--- config.mk ---
export PLATFORM = sky130hd
export DESIGN_NAME = xmodem_checksum_receiver_core
export DESIGN_NICKNAME = d
export VERILOG_FILES = /design/src/rtl/xmcr_pkg.sv /design/src/rtl/xmcr_ram.sv /design/src/rtl/xmcr_cmd_fifo.sv /design/src/rtl/xmcr_front.sv /design/src/rtl/xmcr_back.sv /design/src/rtl/xmodem_checksum_receiver_core.sv
export SDC_FILE = /design/constraint.sdc
export NUM_CORES = 2
export LEC_CHECK = 0
export BUFFER_PORTS_ARGS = -buffer_cell sky130_fd_sc_hd__buf_4
export CORE_ASPECT_RATIO = 0.75
export CORE_MARGIN = 3
export CORE_UTILIZATION = 40
export CTS_BUF_LIST = sky130_fd_sc_hd__clkbuf_4 sky130_fd_sc_hd__clkbuf_8
export DETAILED_ROUTE_END_ITERATION = 10
export GPL_TIMING_DRIVEN = 0
export PLACE_DENSITY_LB_ADDON = 0.05
export SYNTH_ARGS = -nofsm -noshare
export SYNTH_HDL_FRONTEND = slang
export SYNTH_SLANG_ARGS = --single-unit
--- constraint.sdc ---
create_clock -name clk_i -period 9.91 [get_ports clk_i]
set_input_delay 0.991 -clock clk_i [delete_from_list [all_inputs] [get_ports clk_i]]
set_output_delay 0.991 -clock clk_i [all_outputs]
set_load 0.05 [all_outputs]
--- src/rtl/xmcr_pkg.sv ---
// shared types and constants of the xmodem checksum receiver
`default_nettype none

package xmcr_pkg;

  localparam int unsigned PAYLOAD_BYTES_DEF = 128;
  localparam int unsigned CMD_FIFO_DEPTH    = 2;

  localparam logic [31:0] BASE_ADDR_RST     = 32'h0000_8000;
  localparam logic [31:0] TIMEOUT_TICKS_RST = 32'd4000000;

  localparam logic [7:0] CH_SOH = 8'h01;
  localparam logic [7:0] CH_ACK = 8'h06;
  localparam logic [7:0] CH_NAK = 8'h15;
  localparam logic [7:0] CH_EOT = 8'h04;
  localparam logic [7:0] BLOCK_FIRST = 8'h01;

  localparam logic [1:0] KIND_TX    = 2'd0;
  localparam logic [1:0] KIND_WRITE = 2'd1;
  localparam logic [1:0] KIND_JUMP  = 2'd2;

  localparam logic REQ_BYTE = 1'b0;
  localparam logic REQ_TICK = 1'b1;

  localparam logic REG_BASE_ADDR = 1'b0;
  localparam logic REG_TIMEOUT   = 1'b1;

  localparam logic [1:0] OP_NAK   = 2'd0;
  localparam logic [1:0] OP_BURST = 2'd1;
  localparam logic [1:0] OP_EOT   = 2'd2;

  typedef struct packed {
    logic [1:0]  op;
    logic [31:0] addr;
  } cmd_t;

  typedef struct packed {
    logic [31:0] base_addr;
    logic [31:0] timeout_ticks;
    logic        base_load;
  } cfg_t;

  typedef struct packed {
    logic burst_done;
  } back_status_t;

endpackage

`default_nettype wire

--- src/rtl/xmcr_ram.sv ---
// generic single-port-write ram with registered read
`default_nettype none

module xmcr_ram #(
  parameter int unsigned WIDTH = 64,
  parameter int unsigned DEPTH = 16,
  localparam int unsigned AW = (DEPTH > 1) ? $clog2(DEPTH) : 1
) (
  input  wire logic             clk_i,
  input  wire logic             wr_en_i,
  input  wire logic [AW-1:0]    wr_addr_i,
  input  wire logic [WIDTH-1:0] wr_data_i,
  input  wire logic             rd_en_i,
  input  wire logic [AW-1:0]    rd_addr_i,
  output logic      [WIDTH-1:0] rd_data_o
);

  logic [WIDTH-1:0] mem_q [DEPTH];
  logic [WIDTH-1:0] rd_data_q;

  always_ff @(posedge clk_i) begin
    if (wr_en_i) begin
      mem_q[wr_addr_i] <= wr_data_i;
    end
    if (rd_en_i) begin
      rd_data_q <= mem_q[rd_addr_i];
    end
  end

  assign rd_data_o = rd_data_q;

endmodule

`default_nettype wire

--- src/rtl/xmcr_cmd_fifo.sv ---
// short command queue between the frame parser and the result sequencer
`default_nettype none

module xmcr_cmd_fifo import xmcr_pkg::*; #(
  parameter int unsigned DEPTH = CMD_FIFO_DEPTH,
  localparam int unsigned PW = (DEPTH > 1) ? $clog2(DEPTH) : 1,
  localparam int unsigned CW = $clog2(DEPTH + 1)
) (
  input  wire logic clk_i,
  input  wire logic rst_ni,
  input  wire logic push_i,
  input  wire cmd_t push_cmd_i,
  output logic      full_o,
  input  wire logic pop_i,
  output logic      empty_o,
  output cmd_t      head_o
);

  cmd_t          entry_q [DEPTH];
  logic [PW-1:0] wr_ptr_q, wr_ptr_d;
  logic [PW-1:0] rd_ptr_q, rd_ptr_d;
  logic [CW-1:0] count_q, count_d;
  logic          do_push, do_pop;

  assign full_o  = (count_q == CW'(DEPTH));
  assign empty_o = (count_q == '0);
  assign head_o  = entry_q[rd_ptr_q];
  assign do_push = push_i && !full_o;
  assign do_pop  = pop_i && !empty_o;

  always_comb begin
    wr_ptr_d = wr_ptr_q;
    rd_ptr_d = rd_ptr_q;
    count_d  = count_q;
    if (do_push) begin
      wr_ptr_d = (wr_ptr_q == PW'(DEPTH - 1)) ? '0 : wr_ptr_q + PW'(1);
    end
    if (do_pop) begin
      rd_ptr_d = (rd_ptr_q == PW'(DEPTH - 1)) ? '0 : rd_ptr_q + PW'(1);
    end
    if (do_push && !do_pop) begin
      count_d = count_q + CW'(1);
    end else if (do_pop && !do_push) begin
      count_d = count_q - CW'(1);
    end
  end

  always_ff @(posedge clk_i or negedge rst_ni) begin
    if (!rst_ni) begin
      wr_ptr_q <= '0;
      rd_ptr_q <= '0;
      count_q  <= '0;
    end else begin
      wr_ptr_q <= wr_ptr_d;
      rd_ptr_q <= rd_ptr_d;
      count_q  <= count_d;
    end
  end

  always_ff @(posedge clk_i) begin
    if (do_push) begin
      entry_q[wr_ptr_q] <= push_cmd_i;
    end
  end

endmodule

`default_nettype wire

--- src/rtl/xmcr_front.sv ---
// frame parser: checks frame bytes and ticks, fills the payload ram, queues commands
`default_nettype none

module xmcr_front import xmcr_pkg::*; #(
  parameter int unsigned PAYLOAD_BYTES = PAYLOAD_BYTES_DEF,
  localparam int unsigned WORDS   = (PAYLOAD_BYTES + 7) / 8,
  localparam int unsigned WORD_AW = $clog2(WORDS),
  localparam int unsigned POS_W   = $clog2(PAYLOAD_BYTES + 4),
  localparam int unsigned IDX_W   = $clog2(PAYLOAD_BYTES)
) (
  input  wire logic               clk_i,
  input  wire logic               rst_ni,
  input  wire cfg_t               cfg_i,
  input  wire logic               in_valid_i,
  output logic                    in_ready_o,
  input  wire logic               req_type_i,
  input  wire logic [7:0]         rx_byte_i,
  output logic                    push_o,
  output cmd_t                    push_cmd_o,
  input  wire logic               fifo_full_i,
  input  wire back_status_t       status_i,
  output logic                    ram_we_o,
  output logic      [WORD_AW-1:0] ram_waddr_o,
  output logic      [63:0]        ram_wdata_o
);

  logic [POS_W-1:0] frame_pos_q, frame_pos_d;
  logic [7:0]       exp_block_q, exp_block_d;
  logic [7:0]       sum_q, sum_d;
  logic [7:0]       block_q, block_d;
  logic [31:0]      write_addr_q, write_addr_d;
  logic [31:0]      idle_q, idle_d;
  logic             finished_q, finished_d;
  logic             busy_q, busy_d;
  logic [63:0]      word_q, word_d;

  logic             accept, data_phase;
  logic [31:0]      idle_inc;
  logic [POS_W-1:0] idx_full;
  logic [IDX_W-1:0] idx;
  logic [2:0]       lane;
  logic [63:0]      lane_byte;

  assign data_phase = (frame_pos_q >= POS_W'(3)) && (frame_pos_q < POS_W'(PAYLOAD_BYTES + 3));
  assign in_ready_o = !fifo_full_i && !(data_phase && busy_q);
  assign accept     = in_valid_i && in_ready_o;
  assign idle_inc   = idle_q + 32'd1;
  assign idx_full   = frame_pos_q - POS_W'(3);
  assign idx        = idx_full[IDX_W-1:0];
  assign lane       = idx[2:0];
  assign lane_byte  = {56'd0, rx_byte_i} << {lane, 3'b000};

  always_comb begin
    frame_pos_d  = frame_pos_q;
    exp_block_d  = exp_block_q;
    sum_d        = sum_q;
    block_d      = block_q;
    write_addr_d = write_addr_q;
    idle_d       = idle_q;
    finished_d   = finished_q;
    busy_d       = busy_q && !status_i.burst_done;
    word_d       = ((lane == 3'd0) ? 64'd0 : word_q) | lane_byte;
    push_o       = 1'b0;
    push_cmd_o   = '{op: OP_NAK, addr: 32'd0};
    ram_we_o     = 1'b0;
    ram_waddr_o  = WORD_AW'(idx >> 3);
    ram_wdata_o  = word_d;

    if (cfg_i.base_load) begin
      write_addr_d = cfg_i.base_addr;
    end

    if (accept && !finished_q) begin
      if (req_type_i == REQ_TICK) begin
        if (idle_inc >= cfg_i.timeout_ticks) begin
          idle_d = idle_inc - cfg_i.timeout_ticks;
          push_o = 1'b1;
        end else begin
          idle_d = idle_inc;
        end
      end else begin
        idle_d = '0;
        if (frame_pos_q == POS_W'(0)) begin
          if (rx_byte_i == CH_EOT) begin
            push_o     = 1'b1;
            push_cmd_o = '{op: OP_EOT, addr: cfg_i.base_addr};
            finished_d = 1'b1;
          end else if (rx_byte_i == CH_SOH) begin
            sum_d       = rx_byte_i;
            frame_pos_d = POS_W'(1);
          end else begin
            push_o = 1'b1;
          end
        end else if (frame_pos_q == POS_W'(1)) begin
          if (rx_byte_i == exp_block_q) begin
            sum_d       = sum_q + rx_byte_i;
            block_d     = rx_byte_i;
            frame_pos_d = POS_W'(2);
          end else begin
            frame_pos_d = '0;
            push_o      = 1'b1;
          end
        end else if (frame_pos_q == POS_W'(2)) begin
          if (rx_byte_i == ~block_q) begin
            sum_d       = sum_q + rx_byte_i;
            frame_pos_d = POS_W'(3);
          end else begin
            frame_pos_d = '0;
            push_o      = 1'b1;
          end
        end else if (data_phase) begin
          sum_d       = sum_q + rx_byte_i;
          frame_pos_d = frame_pos_q + POS_W'(1);
          ram_we_o    = (lane == 3'd7) || (idx == IDX_W'(PAYLOAD_BYTES - 1));
        end else begin
          frame_pos_d = '0;
          push_o      = 1'b1;
          if (rx_byte_i == sum_q) begin
            push_cmd_o   = '{op: OP_BURST, addr: write_addr_q};
            write_addr_d = write_addr_q + 32'(PAYLOAD_BYTES);
            exp_block_d  = exp_block_q + 8'd1;
            busy_d       = 1'b1;
          end
        end
      end
    end
  end

  always_ff @(posedge clk_i or negedge rst_ni) begin
    if (!rst_ni) begin
      frame_pos_q  <= '0;
      exp_block_q  <= BLOCK_FIRST;
      sum_q        <= '0;
      block_q      <= '0;
      write_addr_q <= BASE_ADDR_RST;
      idle_q       <= '0;
      finished_q   <= 1'b0;
      busy_q       <= 1'b0;
    end else begin
      frame_pos_q  <= frame_pos_d;
      exp_block_q  <= exp_block_d;
      sum_q        <= sum_d;
      block_q      <= block_d;
      write_addr_q <= write_addr_d;
      idle_q       <= idle_d;
      finished_q   <= finished_d;
      busy_q       <= busy_d;
    end
  end

  always_ff @(posedge clk_i) begin
    if (accept && !finished_q && req_type_i == REQ_BYTE && data_phase) begin
      word_q <= word_d;
    end
  end

endmodule

`default_nettype wire

--- src/rtl/xmcr_back.sv ---
// result sequencer: turns queued commands into transmit, write and jump results
`default_nettype none

module xmcr_back import xmcr_pkg::*; #(
  parameter int unsigned PAYLOAD_BYTES = PAYLOAD_BYTES_DEF,
  localparam int unsigned WORDS   = (PAYLOAD_BYTES + 7) / 8,
  localparam int unsigned WORD_AW = $clog2(WORDS)
) (
  input  wire logic               clk_i,
  input  wire logic               rst_ni,
  input  wire logic               fifo_empty_i,
  input  wire cmd_t               head_i,
  output logic                    pop_o,
  output back_status_t            status_o,
  output logic                    ram_re_o,
  output logic      [WORD_AW-1:0] ram_raddr_o,
  input  wire logic [63:0]        ram_rdata_i,
  output logic                    out_valid_o,
  input  wire logic               out_ready_i,
  output logic      [1:0]         kind_o,
  output logic      [7:0]         tx_byte_o,
  output logic      [31:0]        addr_o,
  output logic      [63:0]        data_o,
  output logic                    last_o
);

  localparam logic [2:0] ST_IDLE    = 3'd0;
  localparam logic [2:0] ST_TX      = 3'd1;
  localparam logic [2:0] ST_RD      = 3'd2;
  localparam logic [2:0] ST_WR      = 3'd3;
  localparam logic [2:0] ST_ACK     = 3'd4;
  localparam logic [2:0] ST_EOT_ACK = 3'd5;
  localparam logic [2:0] ST_JUMP    = 3'd6;

  logic [2:0]         state_q, state_d;
  logic [WORD_AW-1:0] word_q, word_d;
  logic [31:0]        addr_q, addr_d;
  logic               out_valid_q, out_valid_d;
  logic [1:0]         kind_q, kind_d;
  logic [7:0]         tx_q, tx_d;
  logic [31:0]        oaddr_q, oaddr_d;
  logic [63:0]        data_q, data_d;
  logic               last_q, last_d;
  logic               out_free, load;

  assign out_free = !out_valid_q || out_ready_i;

  always_comb begin
    state_d     = state_q;
    word_d      = word_q;
    addr_d      = addr_q;
    load        = 1'b0;
    kind_d      = KIND_TX;
    tx_d        = 8'd0;
    oaddr_d     = 32'd0;
    data_d      = 64'd0;
    last_d      = 1'b0;
    pop_o       = 1'b0;
    ram_re_o    = 1'b0;
    ram_raddr_o = word_q;
    status_o    = '{burst_done: 1'b0};

    unique case (state_q)
      ST_IDLE: begin
        if (!fifo_empty_i) begin
          pop_o  = 1'b1;
          addr_d = head_i.addr;
          word_d = '0;
          unique case (head_i.op)
            OP_NAK:   state_d = ST_TX;
            OP_BURST: state_d = ST_RD;
            OP_EOT:   state_d = ST_EOT_ACK;
            default:  state_d = ST_IDLE;
          endcase
        end
      end
      ST_TX: begin
        if (out_free) begin
          load    = 1'b1;
          tx_d    = CH_NAK;
          last_d  = 1'b1;
          state_d = ST_IDLE;
        end
      end
      ST_RD: begin
        ram_re_o = 1'b1;
        state_d  = ST_WR;
      end
      ST_WR: begin
        if (out_free) begin
          load    = 1'b1;
          kind_d  = KIND_WRITE;
          oaddr_d = addr_q;
          data_d  = ram_rdata_i;
          addr_d  = addr_q + 32'd8;
          if (word_q == WORD_AW'(WORDS - 1)) begin
            state_d = ST_ACK;
          end else begin
            word_d  = word_q + WORD_AW'(1);
            state_d = ST_RD;
          end
        end
      end
      ST_ACK: begin
        if (out_free) begin
          load     = 1'b1;
          tx_d     = CH_ACK;
          last_d   = 1'b1;
          status_o = '{burst_done: 1'b1};
          state_d  = ST_IDLE;
        end
      end
      ST_EOT_ACK: begin
        if (out_free) begin
          load    = 1'b1;
          tx_d    = CH_ACK;
          state_d = ST_JUMP;
        end
      end
      ST_JUMP: begin
        if (out_free) begin
          load    = 1'b1;
          kind_d  = KIND_JUMP;
          oaddr_d = addr_q;
          last_d  = 1'b1;
          state_d = ST_IDLE;
        end
      end
      default: state_d = ST_IDLE;
    endcase

    out_valid_d = load ? 1'b1 : (out_valid_q && !out_ready_i);
  end

  always_ff @(posedge clk_i or negedge rst_ni) begin
    if (!rst_ni) begin
      state_q     <= ST_IDLE;
      out_valid_q <= 1'b0;
    end else begin
      state_q     <= state_d;
      out_valid_q <= out_valid_d;
    end
  end

  always_ff @(posedge clk_i) begin
    word_q <= word_d;
    addr_q <= addr_d;
    if (load) begin
      kind_q  <= kind_d;
      tx_q    <= tx_d;
      oaddr_q <= oaddr_d;
      data_q  <= data_d;
      last_q  <= last_d;
    end
  end

  assign out_valid_o = out_valid_q;
  assign kind_o      = kind_q;
  assign tx_byte_o   = tx_q;
  assign addr_o      = oaddr_q;
  assign data_o      = data_q;
  assign last_o      = last_q;

endmodule

`default_nettype wire

--- src/rtl/xmodem_checksum_receiver_core.sv ---
// top level of the xmodem checksum receiver with its register port
// a nak passes the command queue, the sequencer state and the output register; the first write also the ram read
// throughput: one input transaction per cycle while the command queue has room and no write burst holds payload bytes
// a good frame gives WORDS writes, each through a ram read and then the output register, then ack
// payload bytes of the next frame wait until that write burst has finished
// reset: asynchronous, clears control state and registers; the payload ram is not cleared
`default_nettype none

module xmodem_checksum_receiver_core import xmcr_pkg::*; #(
  parameter int unsigned PAYLOAD_BYTES = PAYLOAD_BYTES_DEF,
  localparam int unsigned WORDS   = (PAYLOAD_BYTES + 7) / 8,
  localparam int unsigned WORD_AW = $clog2(WORDS)
) (
  input  wire logic        clk_i,
  input  wire logic        rst_ni,
  input  wire logic        in_valid_i,
  output logic             in_ready_o,
  input  wire logic        req_type_i,
  input  wire logic [7:0]  rx_byte_i,
  output logic             out_valid_o,
  input  wire logic        out_ready_i,
  output logic      [1:0]  kind_o,
  output logic      [7:0]  tx_byte_o,
  output logic      [31:0] addr_o,
  output logic      [63:0] data_o,
  output logic             last_o,
  input  wire logic        psel,
  input  wire logic        penable,
  input  wire logic        pwrite,
  input  wire logic [2:0]  paddr,
  input  wire logic [31:0] pwdata,
  output logic      [31:0] prdata,
  output logic             pready
);

  logic [31:0]        base_addr_q, base_addr_d;
  logic [31:0]        timeout_q, timeout_d;
  logic               base_load_d;
  logic               cfg_wr;
  cfg_t               cfg;
  logic               push, fifo_full, pop, fifo_empty;
  cmd_t               push_cmd, head;
  back_status_t       status;
  logic               ram_we, ram_re;
  logic [WORD_AW-1:0] ram_waddr, ram_raddr;
  logic [63:0]        ram_wdata, ram_rdata;

  assign pready = 1'b1;
  assign cfg_wr = psel && penable && pwrite && pready;

  always_comb begin
    base_addr_d = base_addr_q;
    timeout_d   = timeout_q;
    base_load_d = 1'b0;
    if (cfg_wr) begin
      unique case (paddr[2])
        REG_BASE_ADDR: begin
          base_addr_d = pwdata;
          base_load_d = 1'b1;
        end
        REG_TIMEOUT: timeout_d = pwdata;
        default: ;
      endcase
    end
    unique case (paddr[2])
      REG_BASE_ADDR: prdata = base_addr_q;
      REG_TIMEOUT:   prdata = timeout_q;
      default:       prdata = 32'd0;
    endcase
  end

  always_ff @(posedge clk_i or negedge rst_ni) begin
    if (!rst_ni) begin
      base_addr_q <= BASE_ADDR_RST;
      timeout_q   <= TIMEOUT_TICKS_RST;
    end else begin
      base_addr_q <= base_addr_d;
      timeout_q   <= timeout_d;
    end
  end

  assign cfg = '{base_addr: base_addr_d, timeout_ticks: timeout_q, base_load: base_load_d};

  xmcr_front #(.PAYLOAD_BYTES(PAYLOAD_BYTES)) u_front (
    .clk_i       (clk_i),
    .rst_ni      (rst_ni),
    .cfg_i       (cfg),
    .in_valid_i  (in_valid_i),
    .in_ready_o  (in_ready_o),
    .req_type_i  (req_type_i),
    .rx_byte_i   (rx_byte_i),
    .push_o      (push),
    .push_cmd_o  (push_cmd),
    .fifo_full_i (fifo_full),
    .status_i    (status),
    .ram_we_o    (ram_we),
    .ram_waddr_o (ram_waddr),
    .ram_wdata_o (ram_wdata)
  );

  xmcr_cmd_fifo #(.DEPTH(CMD_FIFO_DEPTH)) u_fifo (
    .clk_i      (clk_i),
    .rst_ni     (rst_ni),
    .push_i     (push),
    .push_cmd_i (push_cmd),
    .full_o     (fifo_full),
    .pop_i      (pop),
    .empty_o    (fifo_empty),
    .head_o     (head)
  );

  xmcr_ram #(.WIDTH(64), .DEPTH(WORDS)) u_ram (
    .clk_i     (clk_i),
    .wr_en_i   (ram_we),
    .wr_addr_i (ram_waddr),
    .wr_data_i (ram_wdata),
    .rd_en_i   (ram_re),
    .rd_addr_i (ram_raddr),
    .rd_data_o (ram_rdata)
  );

  xmcr_back #(.PAYLOAD_BYTES(PAYLOAD_BYTES)) u_back (
    .clk_i        (clk_i),
    .rst_ni       (rst_ni),
    .fifo_empty_i (fifo_empty),
    .head_i       (head),
    .pop_o        (pop),
    .status_o     (status),
    .ram_re_o     (ram_re),
    .ram_raddr_o  (ram_raddr),
    .ram_rdata_i  (ram_rdata),
    .out_valid_o  (out_valid_o),
    .out_ready_i  (out_ready_i),
    .kind_o       (kind_o),
    .tx_byte_o    (tx_byte_o),
    .addr_o       (addr_o),
    .data_o       (data_o),
    .last_o       (last_o)
  );

endmodule

`default_nettype wire

==> metrics.md <==
| Metric | Value |
|---|---|
| Number of flops mapped to enable cells by yosys | 1,358 |
| Hold Path Cell Cnt | 2 |
| Slew headroom | 0.0549 |
| CTS clk-pin slew, worst paths | 60 ps |
| Vias in the first global route | 34,569 |
| Final critical-path share of the clock period | 0.657 |
| # setup viols final | 0 |
| Drt first-iter violations | roughly 3,700 |
| Hold crit path type | in -> reg |
| Hold Startpoint | pwdata[15] |
| Max incr delay on CP | 910 ps |
| CP endpoint kind | flip-flop |
| Slowest library cell on the worst path | o21ai_1 |
| Core Rows | 124 |
| Synthesized area per cell | roughly 18 sq um |
| Clk buf depth | 3 |
| Seq/Total Area, Yosys | 0.722 |
| Path depth of the worst reg2reg path | 18 |
| Ys flop type | edfxtp_1 |
| Layout Skew | around 38 ps |
| CTS tree | done |
| Critical Path RT | between 10,000 and 15,000 ps |
| Endpoint, Worst Hold | timeout_q[15]$_DFFE_PN0P_ |
| CTS Buf Count | approximately 230 |
| Async set-or-reset flop fraction in the synthesized netlist | 0.111 |
| CP Class | reg -> reg |
| DR vias | 34,740 |
| Hold Vio Cnt, Final | 0 |
| Worst Path Max Fanout | 24 |
| Min cycle time layout | roughly 6500 ps |
| Max-cap violations | 0 |
| Worst setup SP type | flip-flop |
| Gpl congestion | about 0.86 |
| PD cells | just under 300 nW/um^2 |
| Initial Utilization | 0.406 |
| Postcts setup bufs | 0 |
| Reg2reg end | u_fifo.entry_q[0][8]$_DFFE_PP_ |
| Proportion of layout cells with a drive suffix above 1 | 0.266 |
| H-Tree Depth | 4 |
| Synth Instances | roughly 3,500 |
| Placed inst area | 68,300 sq um |
| Post-synthesis cell type count | 67 |
| Critical-path cell list | clkbuf_1, and4_1, nand3_1, nor4_1, and4_1, nand4_1, xnor2_1, ha_1, clkbuf_1, nand2_1, o211ai_1, a21o_1, a211o_1, a21oi_1, o21ai_1, o311a_1, nor2b_4, buf_12 |
| Reg2reg start | u_front.idle_q[11]$_DFFE_PN0P_ |
| Overflow after GRT | 0 |
| RSZ-0062 raised after global routing | no |
| Yosys reg bits | between 1,500 and 2,000 |
| Hpwl dp | 120,000 microns |
| Die height | 348 microns |
| Total Die Area | about 160,000 sq um |
| CTS sink count | roughly 1,500 |
| Pin count of the biggest net entering global routing | between 100 and 150 |
| First-pass GRT wire length | 259,000 microns |
| Via density | between 5 and 6 |
| Post-route cell area | ~73,000 sq um |
| Crit path buf inv count | 3 |
| Worst skew pair latency | 960 ps |
| Core area | between 150,000 and 200,000 sq um |
| Max-slew violations | 0 |
| Wirelength, routed | about 180,000 microns |
| Status | completed |
| Die W | between 400 and 500 microns |
| Mapped cell area | roughly 62,000 sq um |
| Layout area overhead | 16.9% |
| Routed WL per cell | around 29 microns |
| Routed Antenna Nets | 0 |
| DRC viols | 0 |
| Commonest non-fill, non-tap cell in the layout | edfxtp_1 |
| Worst EP arrival | 7140 ps |
| Maximum VDD drop | 0.000161 V |
| Yosys warns | 0 |
| 1st-pass router iterations | 6 |
| Leakage power total | around 0.025 uW |
| Worst R2R Setup Slack | 3400 ps |
| Nets | ~4,100 |
| Kind of cell adding the most delay to the critical path | simple AND/OR/NAND/NOR gates |
| Most frequent cells in the layout | edfxtp_1 (1,358), mux4_2 (320), nand2_1 (253), clkbuf_8 (246), buf_4 (192) |
| PortBufs | about 180 |
| Root buf cell | clkbuf_8 |
| Worst Tran Pin Value | between 1000 and 1500 ps |
| Initial antenna violation count | 16 |
| Peak Freq | ~0.15 GHz |
| Tot Pwr | approximately 21,000 uW |
| Boundary Pins | 193 |
| Total track usage | 0.227 |
-- synthesized netlist by cell type (7+ instances only) --
cell type,number,share of area
edfxtp_1,1358,0.65
mux2_2,80,0.014
nor3_1,27,0.0022
o22ai_1,12,0.0012
a211oi_1,9,0.0011
o21ai_0,110,0.0088
mux2i_1,44,0.0071
a31oi_1,15,0.0015
a21oi_1,112,0.0090
a22o_1,64,0.0090
buf_4,8,0.00096
nand2_1,253,0.015
ha_1,51,0.010
nor4_1,9,0.00090
o31ai_1,7,0.00084
and3_1,84,0.0084
nor2_1,145,0.0087
mux4_2,320,0.12
clkbuf_1,144,0.0087
or2_2,7,0.00070
nand2b_1,14,0.0014
xor2_1,46,0.0065
buf_1,27,0.0016
dfrtp_1,160,0.064
inv_1,56,0.0034
nand3_1,56,0.0045
nor2b_1,16,0.0016
dfstp_2,10,0.0042
and2_1,43,0.0043
xnor2_1,85,0.012
buf_2,10,0.00080
a21o_1,16,0.0019
nand4_1,40,0.0040
-- metrics by stage --
step	cells	hold slack (ps)	setup TNS (ps)	setup WS, ps	util
finish	6316	286	0	3400	0.475
global route	6315	228	0	2970	0.475
CTS	6308	149	0	3400	0.475
detailed placement	5870	454	0	3400	0.444
global placement	5789	450	-1281860	-2850	0.432
floorplan	3527	435	0	2280	-
-- where the power goes --
group	internal (uW)	switching [uW]	total, uW
clock	2740	2540	5280
combinational	2660	4670	7340
sequential	8420	436	8860
total	13800	7650	21500
-- worst max-delay path by stage --
| stage | to | cells past startpoint | start |
|---|---|---|---|
| after detailed placement | u_fifo.entry_q[0][17]$_DFFE_PP_ | 18 | u_front.idle_q[11]$_DFFE_PN0P_ |
| after global placement | u_front.word_q[37]$_DFFE_PP_ | 7 | u_front.frame_pos_q[0]$_DFFE_PN0P_ |
| final | u_fifo.entry_q[0][8]$_DFFE_PP_ | 18 | u_front.idle_q[11]$_DFFE_PN0P_ |
| after global routing | u_fifo.entry_q[0][1]$_DFFE_PP_ | 18 | u_front.idle_q[11]$_DFFE_PN0P_ |
| after CTS | u_fifo.entry_q[0][1]$_DFFE_PP_ | 18 | u_front.idle_q[11]$_DFFE_PN0P_ |
| after floorplan | u_front.word_q[0]$_DFFE_PP_ | 7 | u_front.frame_pos_q[5]$_DFFE_PN0P_ |
-- flip-flops by register name, indices dropped and copies added, names as in the netlist, 3 cells and up --
| register | flops |
|---|---|
| u_front.word_q | 64 |
| timeout_q | 32 |
| u_fifo.entry_q | 68 |
| u_front.idle_q | 32 |
| u_back.ram_raddr_o | 4 |
| u_front.write_addr_q | 32 |
| u_back.addr_o | 32 |
| u_front.sum_q | 8 |
| base_addr_q | 32 |
| u_back.data_o | 64 |
| u_front.exp_block_q | 8 |
| u_front.frame_pos_q | 8 |
| u_ram.rd_data_o | 64 |
| u_back.state_q | 3 |
| u_front.block_q | 8 |
| u_ram.mem_q | 1024 |
| u_back.tx_byte_o | 3 |
| u_back.addr_q | 32 |
-- metal layers --
layer,routed length (microns),vias up,global-route usage,part of all wire
met3,12400,222,0.0463,0.068
met1,87600,18344,0.357,0.48
met2,79000,1164,0.321,0.43
li1,-,15008,-,-
met5,13,-,0,0.000071
met4,3300,2,0.0582,0.018
-- area by class of cell --
| cell class | count | area (sq um) |
|---|---|---|
| inverters | 57 | 219 |
| clock inverters | 111 | 694 |
| multi-input cells | 1750 | 16600 |
| flip-flops and latches | 1528 | 45000 |
| repair buffers | 265 | 3070 |
| clock buffers | 326 | 3990 |
| well taps | 2079 | 2600 |
| fillers | 13176 | 80800 |
| plain buffers | 192 | 798 |
| diodes | 8 | 20.0 |
-- cells by family after synthesis --
kind of cell             Yosys count  synth area share
multiplexers                     444             0.137
XOR/XNOR                         131            0.0184
buffers and inverters            249            0.0161
AO/OA/AOI/OAI                    395            0.0402
adder cells (fa/ha/maj)           53            0.0109
AND/OR/NAND/NOR                  722            0.0557
flip-flops                      1528             0.722
other                              2          0.000120
-- what timing repair did --
item | 4_1_cts | 5_1_grt
gates resized for setup | 0 | 0
hold buffers | 1 | 0
hold endpoints to repair | 65 | 0
No activity file was read; power rests on OpenSTA's default activity.
